`config.mk`:
```
export PLATFORM = sky130hd
export DESIGN_NAME = clock_skew_estimator
export DESIGN_NICKNAME = d
export VERILOG_FILES = /design/src/hw/rtl/cse_pkg.sv /design/src/hw/rtl/cse_divider.sv /design/src/hw/rtl/cse_sequencer.sv /design/src/hw/rtl/cse_datapath.sv /design/src/hw/rtl/clock_skew_estimator.sv
export SDC_FILE = /design/constraint.sdc
export NUM_CORES = 2
export LEC_CHECK = 0
export BUFFER_PORTS_ARGS = -buffer_cell sky130_fd_sc_hd__buf_2
export CORE_MARGIN = 5
export CORE_UTILIZATION = 40
export DETAILED_ROUTE_END_ITERATION = 12
export SYNTH_ARGS = -nofsm -noshare
export SYNTH_HDL_FRONTEND = slang
export SYNTH_SLANG_ARGS = --single-unit
```
`constraint.sdc`:
```
create_clock -name clock -period 9.6 [get_ports clock]
set_input_delay 0 -clock clock [delete_from_list [all_inputs] [get_ports clock]]
set_output_delay 0 -clock clock [all_outputs]
set_load 0.02 [all_outputs]
```
`src/hw/rtl/cse_pkg.sv`:
```
// cse_pkg: shared types, constants and control store for the clock skew estimator.
// Holds the micro-op and condition codes, the control-word ROM and fixed-point helpers.
// No dependencies; imported by every module of the block.
package cse_pkg;

   localparam int unsigned WORD_W     = 32;
   localparam int unsigned RATE_W     = 19;
   localparam int unsigned CNT_W      = 8;
   localparam int unsigned STATUS_W   = 3;
   localparam int unsigned CSR_IDX_W  = 3;
   localparam int unsigned TDATA_W    = 96;
   localparam int unsigned UPC_W      = 5;

   localparam int unsigned DS_FRAC    = 12;
   localparam int unsigned CK_FRAC    = 31;
   localparam int unsigned INST_SHIFT = 13;
   localparam int unsigned FILT_SHIFT = 30;

   localparam int unsigned DIV_NUM_W  = 50;
   localparam int unsigned DIV_STEPS  = 32;
   localparam int unsigned DIV_CNT_W  = 6;

   localparam logic signed [WORD_W-1:0] SKEW_ONE = 32'sh4000_0000;
   localparam logic signed [WORD_W-1:0] S32_MAX  = 32'sh7FFF_FFFF;
   localparam logic signed [WORD_W-1:0] S32_MIN  = 32'sh8000_0000;
   localparam logic signed [64:0]       INST_ROUND = 65'sd4096;
   localparam logic signed [65:0]       FILT_ROUND = 66'sh2000_0000;

   typedef enum logic [STATUS_W-1:0] {
      ST_OFF     = 3'd0,
      ST_FIRST   = 3'd1,
      ST_SETTLE  = 3'd2,
      ST_RDERR   = 3'd3,
      ST_ZDIV    = 3'd4,
      ST_UPDATED = 3'd5
   } status_type;

   typedef enum logic [CSR_IDX_W-1:0] {
      CSR_TRACK_ENABLE   = 3'd0,
      CSR_SECONDARY_RATE = 3'd1,
      CSR_COEF_NEW       = 3'd2,
      CSR_COEF_OLD       = 3'd3,
      CSR_SETTLE_COUNT   = 3'd4,
      CSR_INITIAL_SKEW   = 3'd5
   } csr_index_type;

   typedef enum logic [4:0] {
      UOP_NOP,
      UOP_DELTA,
      UOP_DIV_DS,
      UOP_FDS,
      UOP_DIV_CK,
      UOP_FCK,
      UOP_MUL_RATIO,
      UOP_INST,
      UOP_MUL_NEW,
      UOP_MUL_OLD,
      UOP_FILT,
      UOP_MINMAX,
      UOP_SET_OFF,
      UOP_FIRST,
      UOP_SET_RDERR,
      UOP_SETTLE,
      UOP_SET_ZDIV,
      UOP_EMIT
   } uop_type;

   typedef enum logic [3:0] {
      COND_NEVER,
      COND_ALWAYS,
      COND_NO_REQ,
      COND_TRACK_OFF,
      COND_FIRST,
      COND_RDERR,
      COND_SETTLE,
      COND_ZDIV,
      COND_DIV_BUSY,
      COND_RSP_FREE
   } cond_type;

   typedef logic [UPC_W-1:0] upc_type;

   typedef struct packed {
      uop_type  uop;
      cond_type cond;
      upc_type  target;
   } uword_type;

   typedef struct packed {
      logic req_valid;
      logic track_off;
      logic first;
      logic rderr;
      logic settle;
      logic zdiv;
      logic div_busy;
      logic rsp_free;
   } flags_type;

   typedef struct packed {
      logic                 start;
      logic [DIV_NUM_W-1:0] num;
      logic [WORD_W-1:0]    den;
   } div_req_type;

   typedef struct packed {
      logic              busy;
      logic              ovf;
      logic [WORD_W-1:0] quo;
   } div_rsp_type;

   localparam upc_type UPC_IDLE     = 5'd0;
   localparam upc_type UPC_CHK_OFF  = 5'd1;
   localparam upc_type UPC_CHK_1ST  = 5'd2;
   localparam upc_type UPC_CHK_ERR  = 5'd3;
   localparam upc_type UPC_DELTA    = 5'd4;
   localparam upc_type UPC_CHK_ZDIV = 5'd5;
   localparam upc_type UPC_DS_GO    = 5'd6;
   localparam upc_type UPC_DS_WAIT  = 5'd7;
   localparam upc_type UPC_DS_TAKE  = 5'd8;
   localparam upc_type UPC_CK_GO    = 5'd9;
   localparam upc_type UPC_CK_WAIT  = 5'd10;
   localparam upc_type UPC_CK_TAKE  = 5'd11;
   localparam upc_type UPC_MUL_R    = 5'd12;
   localparam upc_type UPC_INST     = 5'd13;
   localparam upc_type UPC_MUL_N    = 5'd14;
   localparam upc_type UPC_MUL_O    = 5'd15;
   localparam upc_type UPC_FILT     = 5'd16;
   localparam upc_type UPC_MINMAX   = 5'd17;
   localparam upc_type UPC_OFF      = 5'd18;
   localparam upc_type UPC_FIRST    = 5'd19;
   localparam upc_type UPC_RDERR    = 5'd20;
   localparam upc_type UPC_SETTLE   = 5'd21;
   localparam upc_type UPC_ZDIV     = 5'd22;
   localparam upc_type UPC_EMIT     = 5'd23;
   localparam upc_type UPC_EMIT_RT  = 5'd24;

   function automatic uword_type make_uword(uop_type u, cond_type c, upc_type t);
      uword_type w;
      w.uop    = u;
      w.cond   = c;
      w.target = t;
      return w;
   endfunction

   function automatic uword_type ucode_rom(upc_type addr);
      uword_type w;
      case (addr)
         UPC_IDLE:     w = make_uword(UOP_NOP,       COND_NO_REQ,    UPC_IDLE);
         UPC_CHK_OFF:  w = make_uword(UOP_NOP,       COND_TRACK_OFF, UPC_OFF);
         UPC_CHK_1ST:  w = make_uword(UOP_NOP,       COND_FIRST,     UPC_FIRST);
         UPC_CHK_ERR:  w = make_uword(UOP_NOP,       COND_RDERR,     UPC_RDERR);
         UPC_DELTA:    w = make_uword(UOP_DELTA,     COND_SETTLE,    UPC_SETTLE);
         UPC_CHK_ZDIV: w = make_uword(UOP_NOP,       COND_ZDIV,      UPC_ZDIV);
         UPC_DS_GO:    w = make_uword(UOP_DIV_DS,    COND_NEVER,     UPC_IDLE);
         UPC_DS_WAIT:  w = make_uword(UOP_NOP,       COND_DIV_BUSY,  UPC_DS_WAIT);
         UPC_DS_TAKE:  w = make_uword(UOP_FDS,       COND_NEVER,     UPC_IDLE);
         UPC_CK_GO:    w = make_uword(UOP_DIV_CK,    COND_NEVER,     UPC_IDLE);
         UPC_CK_WAIT:  w = make_uword(UOP_NOP,       COND_DIV_BUSY,  UPC_CK_WAIT);
         UPC_CK_TAKE:  w = make_uword(UOP_FCK,       COND_NEVER,     UPC_IDLE);
         UPC_MUL_R:    w = make_uword(UOP_MUL_RATIO, COND_NEVER,     UPC_IDLE);
         UPC_INST:     w = make_uword(UOP_INST,      COND_NEVER,     UPC_IDLE);
         UPC_MUL_N:    w = make_uword(UOP_MUL_NEW,   COND_NEVER,     UPC_IDLE);
         UPC_MUL_O:    w = make_uword(UOP_MUL_OLD,   COND_NEVER,     UPC_IDLE);
         UPC_FILT:     w = make_uword(UOP_FILT,      COND_NEVER,     UPC_IDLE);
         UPC_MINMAX:   w = make_uword(UOP_MINMAX,    COND_ALWAYS,    UPC_EMIT);
         UPC_OFF:      w = make_uword(UOP_SET_OFF,   COND_ALWAYS,    UPC_EMIT);
         UPC_FIRST:    w = make_uword(UOP_FIRST,     COND_ALWAYS,    UPC_EMIT);
         UPC_RDERR:    w = make_uword(UOP_SET_RDERR, COND_ALWAYS,    UPC_EMIT);
         UPC_SETTLE:   w = make_uword(UOP_SETTLE,    COND_ALWAYS,    UPC_EMIT);
         UPC_ZDIV:     w = make_uword(UOP_SET_ZDIV,  COND_ALWAYS,    UPC_EMIT);
         UPC_EMIT:     w = make_uword(UOP_EMIT,      COND_RSP_FREE,  UPC_IDLE);
         UPC_EMIT_RT:  w = make_uword(UOP_NOP,       COND_ALWAYS,    UPC_EMIT);
         default:      w = make_uword(UOP_NOP,       COND_ALWAYS,    UPC_IDLE);
      endcase
      return w;
   endfunction

   function automatic logic signed [WORD_W-1:0] sat32(input logic signed [63:0] v);
      logic signed [WORD_W-1:0] r;
      if (v[63:31] == {33{v[63]}}) begin
         r = v[31:0];
      end else if (v[63]) begin
         r = S32_MIN;
      end else begin
         r = S32_MAX;
      end
      return r;
   endfunction

endpackage

```
`src/hw/rtl/cse_divider.sv`:
```
// cse_divider: shared restoring divider, one quotient bit per cycle.
// Flags quotients of 2^32 and above as overflow at start and then skips the iterations.
// Depends on cse_pkg.
module cse_divider
   import cse_pkg::*;
(
   input  logic        clock,
   input  logic        reset,
   input  div_req_type div_req,
   output div_rsp_type div_rsp
);

   logic [WORD_W-1:0]    rem_ff, rem_in;
   logic [WORD_W-1:0]    quo_ff, quo_in;
   logic [WORD_W-1:0]    den_ff, den_in;
   logic [DIV_CNT_W-1:0] cnt_ff, cnt_in;
   logic                 ovf_ff, ovf_in;
   logic [WORD_W:0]      partial;
   logic [WORD_W:0]      trial;
   logic                 fits;

   always_comb begin
      rem_in  = rem_ff;
      quo_in  = quo_ff;
      den_in  = den_ff;
      cnt_in  = cnt_ff;
      ovf_in  = ovf_ff;
      partial = {rem_ff, quo_ff[WORD_W-1]};
      trial   = partial - {1'b0, den_ff};
      fits    = partial >= {1'b0, den_ff};
      if (div_req.start) begin
         ovf_in = WORD_W'(div_req.num[DIV_NUM_W-1:WORD_W]) >= div_req.den;
         rem_in = WORD_W'(div_req.num[DIV_NUM_W-1:WORD_W]);
         quo_in = div_req.num[WORD_W-1:0];
         den_in = div_req.den;
         cnt_in = ovf_in ? '0 : DIV_CNT_W'(DIV_STEPS);
      end else if (cnt_ff != '0) begin
         rem_in = fits ? trial[WORD_W-1:0] : partial[WORD_W-1:0];
         quo_in = {quo_ff[WORD_W-2:0], fits};
         cnt_in = cnt_ff - 1'b1;
      end
   end

   always_ff @(posedge clock) begin
      if (reset) begin
         cnt_ff <= '0;
         ovf_ff <= 1'b0;
      end else begin
         cnt_ff <= cnt_in;
         ovf_ff <= ovf_in;
      end
      rem_ff <= rem_in;
      quo_ff <= quo_in;
      den_ff <= den_in;
   end

   assign div_rsp.busy = cnt_ff != '0;
   assign div_rsp.ovf  = ovf_ff;
   assign div_rsp.quo  = quo_ff;

endmodule

```
`src/hw/rtl/cse_sequencer.sv`:
```
// cse_sequencer: micro-program counter, control-store fetch and conditional branching.
// Issues one micro-op per cycle to the datapath; depends on cse_pkg.
module cse_sequencer
   import cse_pkg::*;
(
   input  logic      clock,
   input  logic      reset,
   input  flags_type flags,
   output uop_type   uop,
   output logic      idle
);

   upc_type   pc_ff, pc_in;
   uword_type uword;
   logic      taken;

   always_comb begin
      uword = ucode_rom(pc_ff);
      case (uword.cond)
         COND_NEVER:     taken = 1'b0;
         COND_ALWAYS:    taken = 1'b1;
         COND_NO_REQ:    taken = !flags.req_valid;
         COND_TRACK_OFF: taken = flags.track_off;
         COND_FIRST:     taken = flags.first;
         COND_RDERR:     taken = flags.rderr;
         COND_SETTLE:    taken = flags.settle;
         COND_ZDIV:      taken = flags.zdiv;
         COND_DIV_BUSY:  taken = flags.div_busy;
         COND_RSP_FREE:  taken = flags.rsp_free;
         default:        taken = 1'b0;
      endcase
      pc_in = taken ? uword.target : UPC_W'(pc_ff + 1'b1);
   end

   always_ff @(posedge clock) begin
      if (reset) begin
         pc_ff <= UPC_IDLE;
      end else begin
         pc_ff <= pc_in;
      end
   end

   assign uop  = uword.uop;
   assign idle = pc_ff == UPC_IDLE;

endmodule

```
`src/hw/rtl/cse_datapath.sv`:
```
// cse_datapath: configuration registers, tracking state, shared multiplier and result register.
// Executes the micro-ops from cse_sequencer and drives the shared cse_divider; depends on cse_pkg.
module cse_datapath
   import cse_pkg::*;
(
   input  logic                     clock,
   input  logic                     reset,
   input  uop_type                  uop,
   input  logic                     req_valid,
   input  logic                     req_accept,
   input  logic [WORD_W-1:0]        wall_clock,
   input  logic [WORD_W-1:0]        sample_count,
   input  logic [WORD_W-1:0]        wall_clock_rate,
   input  logic                     read_error,
   input  logic                     csr_wen,
   input  logic [CSR_IDX_W-1:0]     csr_index,
   input  logic [WORD_W-1:0]        csr_wdata,
   input  div_rsp_type              div_rsp,
   output div_req_type              div_req,
   output flags_type                flags,
   input  logic                     rsp_tready,
   output logic                     rsp_tvalid,
   output logic signed [WORD_W-1:0] filtered_skew,
   output logic signed [WORD_W-1:0] lowest_skew,
   output logic signed [WORD_W-1:0] highest_skew,
   output logic [STATUS_W-1:0]      status
);

   logic                     track_en_ff, track_en_in;
   logic [RATE_W-1:0]        sec_rate_ff, sec_rate_in;
   logic signed [WORD_W-1:0] coef_new_ff, coef_new_in;
   logic signed [WORD_W-1:0] coef_old_ff, coef_old_in;
   logic [CNT_W-1:0]         settle_ff, settle_in;

   logic [WORD_W-1:0]        wc_ff, wc_in;
   logic [WORD_W-1:0]        sc_ff, sc_in;
   logic [WORD_W-1:0]        rate_ff, rate_in;
   logic                     rderr_ff, rderr_in;

   logic [CNT_W-1:0]         event_cnt_ff, event_cnt_in;
   logic [WORD_W-1:0]        last_wc_ff, last_wc_in;
   logic [WORD_W-1:0]        last_sc_ff, last_sc_in;
   logic signed [WORD_W-1:0] skew_now_ff, skew_now_in;
   logic signed [WORD_W-1:0] skew_low_ff, skew_low_in;
   logic signed [WORD_W-1:0] skew_high_ff, skew_high_in;

   logic signed [WORD_W-1:0] dts_ff, dts_in;
   logic signed [WORD_W-1:0] dsm_ff, dsm_in;
   logic signed [WORD_W-1:0] fds_ff, fds_in;
   logic signed [WORD_W-1:0] fck_ff, fck_in;
   logic signed [WORD_W-1:0] inst_ff, inst_in;
   logic signed [63:0]       prod_ff, prod_in;
   logic signed [63:0]       acc_ff, acc_in;
   status_type               status_ff, status_in;

   logic                     rsp_valid_ff, rsp_valid_in;
   logic signed [WORD_W-1:0] rsp_now_ff, rsp_now_in;
   logic signed [WORD_W-1:0] rsp_low_ff, rsp_low_in;
   logic signed [WORD_W-1:0] rsp_high_ff, rsp_high_in;
   status_type               rsp_status_ff, rsp_status_in;

   logic signed [WORD_W-1:0] mul_a;
   logic signed [WORD_W-1:0] mul_b;
   logic signed [63:0]       mul_p;
   logic [WORD_W-1:0]        dts_abs;
   logic [WORD_W-1:0]        dsm_abs;
   logic signed [64:0]       inst_sum;
   logic signed [64:0]       inst_sh;
   logic signed [65:0]       filt_sum;
   logic signed [65:0]       filt_sh;
   logic                     rsp_free;
   logic                     ds_neg;
   logic signed [WORD_W-1:0] load_skew;

   assign dts_abs  = dts_ff[WORD_W-1] ? WORD_W'(-dts_ff) : dts_ff;
   assign dsm_abs  = dsm_ff[WORD_W-1] ? WORD_W'(-dsm_ff) : dsm_ff;
   assign ds_neg   = dts_ff[WORD_W-1] ^ dsm_ff[WORD_W-1];
   assign rsp_free = !rsp_valid_ff || rsp_tready;

   assign inst_sum = 65'(prod_ff) + INST_ROUND;
   assign inst_sh  = inst_sum >>> INST_SHIFT;
   assign filt_sum = 66'(acc_ff) + 66'(prod_ff) + FILT_ROUND;
   assign filt_sh  = filt_sum >>> FILT_SHIFT;
   assign load_skew = (csr_wdata == '0) ? SKEW_ONE : csr_wdata;

   always_comb begin
      case (uop)
         UOP_MUL_RATIO: begin
            mul_a = fds_ff;
            mul_b = fck_ff;
         end
         UOP_MUL_NEW: begin
            mul_a = coef_new_ff;
            mul_b = inst_ff;
         end
         default: begin
            mul_a = coef_old_ff;
            mul_b = skew_now_ff;
         end
      endcase
      mul_p = 64'(mul_a) * 64'(mul_b);
   end

   always_comb begin
      div_req.start = (uop == UOP_DIV_DS) || (uop == UOP_DIV_CK);
      if (uop == UOP_DIV_CK) begin
         div_req.num = {sec_rate_ff, {CK_FRAC{1'b0}}};
         div_req.den = rate_ff;
      end else begin
         div_req.num = {{(DIV_NUM_W - WORD_W - DS_FRAC){1'b0}}, dts_abs, {DS_FRAC{1'b0}}};
         div_req.den = dsm_abs;
      end
   end

   always_comb begin
      track_en_in   = track_en_ff;
      sec_rate_in   = sec_rate_ff;
      coef_new_in   = coef_new_ff;
      coef_old_in   = coef_old_ff;
      settle_in     = settle_ff;
      wc_in         = wc_ff;
      sc_in         = sc_ff;
      rate_in       = rate_ff;
      rderr_in      = rderr_ff;
      event_cnt_in  = event_cnt_ff;
      last_wc_in    = last_wc_ff;
      last_sc_in    = last_sc_ff;
      skew_now_in   = skew_now_ff;
      skew_low_in   = skew_low_ff;
      skew_high_in  = skew_high_ff;
      dts_in        = dts_ff;
      dsm_in        = dsm_ff;
      fds_in        = fds_ff;
      fck_in        = fck_ff;
      inst_in       = inst_ff;
      prod_in       = prod_ff;
      acc_in        = acc_ff;
      status_in     = status_ff;
      rsp_valid_in  = rsp_valid_ff;
      rsp_now_in    = rsp_now_ff;
      rsp_low_in    = rsp_low_ff;
      rsp_high_in   = rsp_high_ff;
      rsp_status_in = rsp_status_ff;

      if (req_accept) begin
         wc_in    = wall_clock;
         sc_in    = sample_count;
         rate_in  = wall_clock_rate;
         rderr_in = read_error;
      end

      if (rsp_valid_ff && rsp_tready) begin
         rsp_valid_in = 1'b0;
      end

      case (uop)
         UOP_DELTA: begin
            dts_in     = wc_ff - last_wc_ff;
            dsm_in     = sc_ff - last_sc_ff;
            last_wc_in = wc_ff;
            last_sc_in = sc_ff;
         end
         UOP_FDS: begin
            if (!ds_neg) begin
               fds_in = (div_rsp.ovf || div_rsp.quo[WORD_W-1]) ? S32_MAX : div_rsp.quo;
            end else if (div_rsp.ovf ||
                         (div_rsp.quo[WORD_W-1] && (div_rsp.quo[WORD_W-2:0] != '0))) begin
               fds_in = S32_MIN;
            end else begin
               fds_in = WORD_W'(-div_rsp.quo);
            end
         end
         UOP_FCK: begin
            fck_in = (div_rsp.ovf || div_rsp.quo[WORD_W-1]) ? S32_MAX : div_rsp.quo;
         end
         UOP_MUL_RATIO, UOP_MUL_NEW: begin
            prod_in = mul_p;
         end
         UOP_MUL_OLD: begin
            acc_in  = prod_ff;
            prod_in = mul_p;
         end
         UOP_INST: begin
            inst_in = sat32(inst_sh[63:0]);
         end
         UOP_FILT: begin
            skew_now_in = sat32(filt_sh[63:0]);
            status_in   = ST_UPDATED;
         end
         UOP_MINMAX: begin
            if (skew_now_ff < skew_low_ff) begin
               skew_low_in = skew_now_ff;
            end
            if (skew_now_ff > skew_high_ff) begin
               skew_high_in = skew_now_ff;
            end
         end
         UOP_SET_OFF: begin
            status_in = ST_OFF;
         end
         UOP_FIRST: begin
            event_cnt_in = CNT_W'(1);
            status_in    = ST_FIRST;
         end
         UOP_SET_RDERR: begin
            status_in = ST_RDERR;
         end
         UOP_SETTLE: begin
            event_cnt_in = event_cnt_ff + 1'b1;
            status_in    = ST_SETTLE;
         end
         UOP_SET_ZDIV: begin
            status_in = ST_ZDIV;
         end
         UOP_EMIT: begin
            if (rsp_free) begin
               rsp_valid_in  = 1'b1;
               rsp_now_in    = skew_now_ff;
               rsp_low_in    = skew_low_ff;
               rsp_high_in   = skew_high_ff;
               rsp_status_in = status_ff;
            end
         end
         default: begin
         end
      endcase

      if (csr_wen) begin
         case (csr_index_type'(csr_index))
            CSR_TRACK_ENABLE: begin
               track_en_in  = csr_wdata[0];
               event_cnt_in = '0;
            end
            CSR_SECONDARY_RATE: sec_rate_in = csr_wdata[RATE_W-1:0];
            CSR_COEF_NEW:       coef_new_in = csr_wdata;
            CSR_COEF_OLD:       coef_old_in = csr_wdata;
            CSR_SETTLE_COUNT:   settle_in   = csr_wdata[CNT_W-1:0];
            CSR_INITIAL_SKEW: begin
               skew_now_in  = load_skew;
               skew_low_in  = load_skew;
               skew_high_in = load_skew;
            end
            default: begin
            end
         endcase
      end
   end

   always_ff @(posedge clock) begin
      if (reset) begin
         track_en_ff   <= 1'b0;
         sec_rate_ff   <= RATE_W'(48000);
         coef_new_ff   <= 32'sd107374182;
         coef_old_ff   <= 32'sd966367642;
         settle_ff     <= CNT_W'(10);
         event_cnt_ff  <= '0;
         last_wc_ff    <= '0;
         last_sc_ff    <= '0;
         skew_now_ff   <= SKEW_ONE;
         skew_low_ff   <= SKEW_ONE;
         skew_high_ff  <= SKEW_ONE;
         status_ff     <= ST_OFF;
         rsp_valid_ff  <= 1'b0;
      end else begin
         track_en_ff   <= track_en_in;
         sec_rate_ff   <= sec_rate_in;
         coef_new_ff   <= coef_new_in;
         coef_old_ff   <= coef_old_in;
         settle_ff     <= settle_in;
         event_cnt_ff  <= event_cnt_in;
         last_wc_ff    <= last_wc_in;
         last_sc_ff    <= last_sc_in;
         skew_now_ff   <= skew_now_in;
         skew_low_ff   <= skew_low_in;
         skew_high_ff  <= skew_high_in;
         status_ff     <= status_in;
         rsp_valid_ff  <= rsp_valid_in;
      end
      wc_ff         <= wc_in;
      sc_ff         <= sc_in;
      rate_ff       <= rate_in;
      rderr_ff      <= rderr_in;
      dts_ff        <= dts_in;
      dsm_ff        <= dsm_in;
      fds_ff        <= fds_in;
      fck_ff        <= fck_in;
      inst_ff       <= inst_in;
      prod_ff       <= prod_in;
      acc_ff        <= acc_in;
      rsp_now_ff    <= rsp_now_in;
      rsp_low_ff    <= rsp_low_in;
      rsp_high_ff   <= rsp_high_in;
      rsp_status_ff <= rsp_status_in;
   end

   assign flags.req_valid = req_valid;
   assign flags.track_off = !track_en_ff;
   assign flags.first     = event_cnt_ff == '0;
   assign flags.rderr     = rderr_ff;
   assign flags.settle    = event_cnt_ff < settle_ff;
   assign flags.zdiv      = (dsm_ff == '0) || (rate_ff == '0);
   assign flags.div_busy  = div_rsp.busy;
   assign flags.rsp_free  = rsp_free;

   assign rsp_tvalid    = rsp_valid_ff;
   assign filtered_skew = rsp_now_ff;
   assign lowest_skew   = rsp_low_ff;
   assign highest_skew  = rsp_high_ff;
   assign status        = rsp_status_ff;

endmodule

```
`src/hw/rtl/clock_skew_estimator.sv`:
```
// clock_skew_estimator: top level of the first-order clock skew estimator.
// Ties together cse_sequencer, cse_datapath and cse_divider; depends on cse_pkg.
//
//   channel  direction  handshake            payload
//   req      in         req_tvalid/tready    tdata: wall_clock, sample_count, wall_clock_rate
//                                            tuser: read_error
//   rsp      out        rsp_tvalid/tready    tdata: filtered, lowest, highest skew
//                                            tuser: status
//   csr      in         csr_wen              csr_index, csr_wdata (write only)
//
// An event that updates the skew holds req_tready low after its transfer until its result
// is issued, through two 32-step divisions on the one shared divider; an overflowing
// quotient skips its 32 steps. Events that end off, first, read error, settling or zero
// divisor skip both divisions. A blocked result is retried until the output register frees.
// Reset is synchronous; it loads the register defaults and a skew of 1.0.
// A result waits in the output register while rsp_tready is low; the next event is
// taken meanwhile and its result is held back until the register frees.
module clock_skew_estimator
   import cse_pkg::*;
(
   input  logic                 clock,
   input  logic                 reset,
   input  logic                 req_tvalid,
   output logic                 req_tready,
   input  logic [TDATA_W-1:0]   req_tdata,   // wall_clock, sample_count, wall_clock_rate
   input  logic                 req_tuser,   // read_error
   output logic                 rsp_tvalid,
   input  logic                 rsp_tready,
   output logic [TDATA_W-1:0]   rsp_tdata,   // filtered_skew, lowest_skew, highest_skew
   output logic [STATUS_W-1:0]  rsp_tuser,   // status
   input  logic                 csr_wen,
   input  logic [CSR_IDX_W-1:0] csr_index,
   input  logic [WORD_W-1:0]    csr_wdata
);

   uop_type                  uop;
   flags_type                flags;
   div_req_type              div_req;
   div_rsp_type              div_rsp;
   logic                     idle;
   logic                     req_accept;
   logic signed [WORD_W-1:0] filtered_skew;
   logic signed [WORD_W-1:0] lowest_skew;
   logic signed [WORD_W-1:0] highest_skew;

   assign req_tready = idle;
   assign req_accept = req_tvalid && idle;

   cse_sequencer u_sequencer (
      .clock (clock),
      .reset (reset),
      .flags (flags),
      .uop   (uop),
      .idle  (idle)
   );

   cse_divider u_divider (
      .clock   (clock),
      .reset   (reset),
      .div_req (div_req),
      .div_rsp (div_rsp)
   );

   cse_datapath u_datapath (
      .clock           (clock),
      .reset           (reset),
      .uop             (uop),
      .req_valid       (req_tvalid),
      .req_accept      (req_accept),
      .wall_clock      (req_tdata[31:0]),
      .sample_count    (req_tdata[63:32]),
      .wall_clock_rate (req_tdata[95:64]),
      .read_error      (req_tuser),
      .csr_wen         (csr_wen),
      .csr_index       (csr_index),
      .csr_wdata       (csr_wdata),
      .div_rsp         (div_rsp),
      .div_req         (div_req),
      .flags           (flags),
      .rsp_tready      (rsp_tready),
      .rsp_tvalid      (rsp_tvalid),
      .filtered_skew   (filtered_skew),
      .lowest_skew     (lowest_skew),
      .highest_skew    (highest_skew),
      .status          (rsp_tuser)
   );

   assign rsp_tdata = {highest_skew, lowest_skew, filtered_skew};

endmodule

```
Word-level counts from Yosys, hierarchy flattened
Memory sizes are Yosys's and may differ from the RTL's. A register that Yosys moved wholly into a read port is not among the register bits.
Index checks and enable logic that the tools add are counted.
- flip-flop bits (word level): 856
- memory bits (read-only): 448
- input bits: 137
- output and inout bits: 101
- word-level logic and storage cells: 158
- memories: 1
- add/sub/neg operators: 12
- multiply operators: 1
- order comparisons: 5
- equal/unequal tests: 33
- mux-type cells: 42
- bitwise operators: 1
- reductions and logical operators: 28
- memories (name ; words ; width ; read ports ; clocked after Yosys merged registers in ; write ports ; RTL line ; source):
    (name not given) ; 32 ; 14 ; 1 ; 1 ; 0 ; cse_pkg.sv:148 ; case (addr)
- operators with widths (cell ; number):
    32-bit two-way mux ; 24
    32-bit case mux with 2 select lines ; 2
    32-bit logical NOT ; 3
    32-bit negation ; 3
    32-bit subtractor ; 3
    82-bit two-way mux ; 1
    66-bit by 31-bit adder with 66-bit output, second input constant ; 1
    64-bit by 14-bit adder with 65-bit output, second input constant ; 1
    64-bit by 64-bit adder with 65-bit output ; 1
    32-bit by 32-bit multiplier with 64-bit output ; 1
    5-bit by 4-bit == test with 1-bit output, second input constant ; 8
    18-bit two-way mux ; 2
    33-bit by 32-bit greater-or-equal comparator with 1-bit output ; 1
    18-bit by 32-bit greater-or-equal comparator with 1-bit output ; 1
    32-bit > comparator ; 1
    32-bit < comparator ; 1
    31-bit nonzero test ; 1
    20-bit == test ; 1
    5-bit by 3-bit == test with 1-bit output, second input constant ; 4
    6-bit two-way mux ; 3
    3-bit case mux with 6 select lines ; 1
    4-bit by 3-bit == test with 1-bit output, second input constant ; 4
    8-bit two-way mux ; 2
    8-bit case mux with 2 select lines ; 1
    28 further kinds ; 51

Logic depth before layout (Yosys ltp)
- depth after elaboration: 7
- depth in mapped cells: 39
- depth with buffers taken out: 35

Hierarchy
Synthesis repeated with hierarchy kept, for this count alone.
- cell total of the unflattened synthesis: 8674
- area total of the unflattened synthesis: 82774.4 um2
- by module, submodules not included (module ; times used ; cells each ; area an instance (um2) ; seq. area each (um2)):
    cse_datapath ; 1 ; 7872 ; 74883.1 ; 19819.0
    cse_divider ; 1 ; 638 ; 6527.5 ; 2882.8
    cse_sequencer ; 1 ; 163 ; 1357.6 ; 380.4
    clock_skew_estimator ; 1 ; 1 ; 6.3 ; 0.0

Worst setup path after synthesis
Ideal clock, no wire load.
- kind: reg-to-reg
- start: reg, netlist name u_sequencer.uword[10]
- end: reg u_datapath.prod_ff[61], data pin
- setup time: 0.258 ns
- data arrival time: 9.408 ns
- required time: 9.342 ns
- path slack: -0.066 ns
- cell stages (with the launch flop): 36
- buffers on the path: 5
- period minus slack after synthesis: 9.666 ns
- cells stage by stage: dfxtp_1 clkbuf_1 nor2b_1 and3_1 clkbuf_1 buf_1 buf_1 a22oi_1 nand2_1 clkbuf_1 nand2_1 inv_1 fa_1 fa_1 fa_1 fa_1 inv_1 fa_1 inv_1 fa_1 inv_1 fa_1 inv_1 fa_1 ha_1 a21o_1 a21o_1 a21oi_1 nor2b_1 a31oi_1 inv_1 and3_1 a211o_1 or2_2 a21oi_1 xnor2_1
- longest elaborated chain between the ends: 3
- elaborated cells on any way between the ends: 5
- those cells by class: mul (1); eq/ne (2); mux (2)
- RTL lines (item ; RTL line ; source):
    5-bit by 4-bit == test with 1-bit output / 5-bit by 3-bit == test with 1-bit output (equally long branches) ; cse_datapath.sv:87 ; case (uop)
    32-bit case mux with 2 select lines ; cse_datapath.sv:87 ;
    32-bit by 32-bit multiplier with 64-bit output (*) ; cse_datapath.sv:101 ; mul_p = 64'(mul_a) * 64'(mul_b);
    net u_datapath.mul_p[61] ; cse_datapath.sv:64 ; logic signed [63:0] mul_p;
    end signal, assigned ; cse_datapath.sv:288 ; prod_ff <= prod_in;
    end, declared ; cse_datapath.sv:52 ; logic signed [63:0] prod_ff, prod_in;
Mark *: on every way through the listed nets, which the timed path passes. The rest lies on a longest branch.
A chain may end at the register's enable or synchronous reset.

Final worst setup path
- start: reg, netlist name u_sequencer.uword[12]
- end: reg u_datapath.prod_ff[58], data pin
- longest elaborated chain between the ends: 3
- elaborated cells on any way between the ends: 5
- those cells by class: mul (1); eq/ne (2); mux (2)
- RTL lines (item ; RTL line):
    5-bit by 4-bit == test with 1-bit output / 5-bit by 3-bit == test with 1-bit output (equally long branches) ; cse_datapath.sv:87
    32-bit case mux with 2 select lines ; cse_datapath.sv:87
    32-bit by 32-bit multiplier with 64-bit output (*) ; cse_datapath.sv:101
    net u_datapath.mul_p[58] ; cse_datapath.sv:64
Marked as above.

==> flow_metrics.py <==
metrics = {
    "synth": {
        "synth_top_family_by_area": "adder cells",
        "ys_seq_area_share_pct": 28.1,
        "synth_top_area_share_pct": 26.5,
        "synthesis.area_um2": 82100,
        "synth_area_leaders": "fa_1 26%, edfxtp_1 21%, dfxtp_1 7.4%",
        "yosysWarningCount": 0,
        "syn_nets": 10200,
        "netlist_instances": 8579,
        "synthAdderAreaFrac_pct": 33.3,
        "muxShareOfSynthArea_pct": 1.44,
        "synth-seq-cells": 870,
        "yosys.area.top_type": "fa_1",
        "synth_edf_count": 566,
        "synth_compound_area_share_pct": 11.8,
        "synth_cell_type_count": 111,
        "synthSimpleGateAreaFrac_pct": 14.7,
        "synth_ff_type": "edfxtp_1",
        "async_flop_share_pct": 0,
        "yosys.area_share.xor_xnor_pct": 3.14,
        "syn_area_per_cell_um2": 9.57,
    },
    "cells_and_area": {
        "finalNonFillerCells": 12000,
        "num-nets-final": 10900,
        "drive_gt1_share_pct": 11.6,
        "area_delta_synth_final_pct": 16.9,
        "layout_common_cells": "1234 x inv_1, 1133 x nand2_1, 1079 x fa_1",
        "layout_commonest_cell": "inv_1",
        "largestRegisters": "u_datapath.acc_ff x64, u_datapath.prod_ff x64",
    },
    "setup_path": {
        "critPathSlowestCell": "fa_1",
        "r2r_cells": 32,
        "path_class": "reg -> reg",
        "r2r-start": "u_sequencer.uword[12]",
        "reg2reg_to": "u_datapath.prod_ff[58]",
        "critPathBufInv": 8,
        "arrival_ns": 9.74,
        "worstPathRequired_ns": 10.06,
        "slowest_delay_ns": 0.61,
        "startpoint_type": "flip-flop",
        "cpLargestDelayFamily": "adder cells",
        "reg2reg_setup_slack_ns": 0.32,
        "crit_top_cell": "fa_1",
        "end_kind": "flip-flop",
        "crit_fanout": 16,
    },
    "clock_tree": {
        "cts.sinks": 870,
        "cts_tree": "yes",
        "insertion_delay_ns": 0.71,
        "numCtsBuffers": 89,
        "htreeDepth": 3,
        "cts_buffer_depth": 3,
        "clockRootBuffer": "clkbuf_16",
        "path_clk_slew_ns": 0.06,
    },
    "route": {
        "drc": 0,
        "drt-pass1-iter-count": 8,
        "via_count": 65500,
        "ant_nets": 0,
        "routed_wirelength_mm": 276,
        "via_per_inst": 5.45,
        "first_iter_violations": 5477,
        "routedWlPerCell_um": 23.0,
    },
    "timing": {
        "fmax_mhz": 108,
        "slew_headroom_pct": 17.8,
        "maxSlewViolCount": 0,
        "tightest_slew_ns": 1.23,
        "setup_viol": 0,
        "fin_crit_sh_pct": 96.7,
        "period_needed_ns": 9.28,
        "whs_ns": 0.212,
        "skew_ns": 0.0506,
        "setup_ws_ns": 0.318,
        "hold_viol": 0,
    },
    "flow_run": {
        "maxCapViolCount": 0,
    },
    "placement": {
        "port_buffers": 237,
        "gp_congestion": 0.986,
        "dpl.hpwl_mm": 221,
        "dp.cells": 11600,
        "dp_worst_setup_slack_ns": -0.632,
    },
    "floorplanning": {
        "io_pins": 238,
        "die_area_um2": 214000,
        "rows": 166,
        "start_util_pct": 40.2,
        "dieHeight_um": 463,
        "die_x_um": 463,
        "core_um2": 204000,
    },
    "outcome": {
        "status": "completed",
    },
    "grt": {
        "grt_max_degree": 116,
        "grt_overflow": 0,
        "grt_util_all_layers_pct": 25.3,
        "grt_pass1_vias": 66900,
        "grt_pass1_wl_mm": 418,
        "antenna_found_initial": 10,
    },
    "worst_hold_path": {
        "min_delay_path_depth": 4,
        "hp-start": "csr_wdata[22]",
        "hold_path_end": "u_datapath.coef_old_ff[22]",
        "hold_class": "in -> reg",
    },
}
-- worst reg2reg max path, delay by kind of cell, from the launching register on --
family,cells,cell delay (ns)
adders and majority gates,9,4.13
AOI/OAI and AO/OA,9,2.25
buffers and inverters,8,1.35
and+or+nand+nor,5,0.83
DFF,1,0.35
xor gates and xnor gates,1,0.14
-- per-layer routing --
metal / vias to the layer above / routed length, µm / GRT usage, %
li1: 29700 / - / -
met4: 9 / 14400 / 10.4
met3: 514 / 19300 / 4.46
met5: - / 155 / 0.379
met1: 32900 / 116000 / 33.9
met2: 2360 / 126000 / 40.8
-- layout make-up --
| cell class | count | area (µm²) |
|---|---|---|
| inverter | 1240 | 4660 |
| antenna | 6 | 15.0 |
| timing repair buffer | 973 | 8300 |
| multi-input combinational | 6075 | 53500 |
| fill | 19100 | 108000 |
| sequential | 870 | 23100 |
| clock buffer | 118 | 2430 |
| tap | 2688 | 3360 |
| clock inverter | 47 | 546 |
-- through the flow --
| stage | instance area, µm² | TNS [ns] | util, % |
|---|---|---|---|
| final | 95900 | 0 | 46.9 |
| after global routing | 95900 | -0.0233 | 46.9 |
| after CTS | 95600 | 0 | 46.8 |
| after detailed placement | 90100 | -6.20 | 44.1 |
| after global placement | 90100 | -5.35 | 44.1 |
| after floorplan | 82100 | 0 | - |
-- worst max-delay path by stage --
stage	startpoint	to	depth (start not counted)
4_1_cts	u_sequencer.uword[12]	u_datapath.prod_ff[59]	31
3_5_place_dp	u_sequencer.uword[12]	u_datapath.prod_ff[59]	30
5_1_grt	u_sequencer.uword[10]	u_datapath.prod_ff[62]	35
6_report	u_sequencer.uword[12]	u_datapath.prod_ff[58]	32
3_3_place_gp	u_sequencer.uword[11]	u_datapath.prod_ff[59]	28
2_1_floorplan	u_sequencer.uword[10]	u_datapath.prod_ff[61]	35
-- cell families (layout without fill, tap and decap cells) --
logic type | count (synthesis) | count (layout)
compound gates | 1441 | 1441
xor+xnor | 294 | 294
fa+ha+maj | 1531 | 1531
buf+inv | 1634 | 2378
flops | 870 | 870
mux | 118 | 118
other cells | 1 | 7
simple gates | 2690 | 2690
-- synth_stat cells (all sizes together) (116+ instances only) --
cell / number
nand2: 1138
mux2i: 116
nor2: 782
a21oi: 457
ha: 446
o21ai: 247
dfxtp: 304
inv: 1238
clkbuf: 349
fa: 1085
edfxtp: 566
a21o: 140
xnor2: 166
xor2: 128
-- repair_timing --
| action | in CTS | in global routing |
|---|---|---|
| hold endpoints to repair | 336 | 0 |
| pin swaps | 2 | 11 |
| hold buffers | 238 | 0 |
| gates resized for setup | 9 | 52 |
| endpoints found under the setup margin | 21 | 19 |
| cloned | 0 | 2 |
| setup buffers | 3 | 8 |
Power is left out: the tool's default activity adds up to more than one toggle a clock period on the data nets, which glitch-free logic cannot reach.
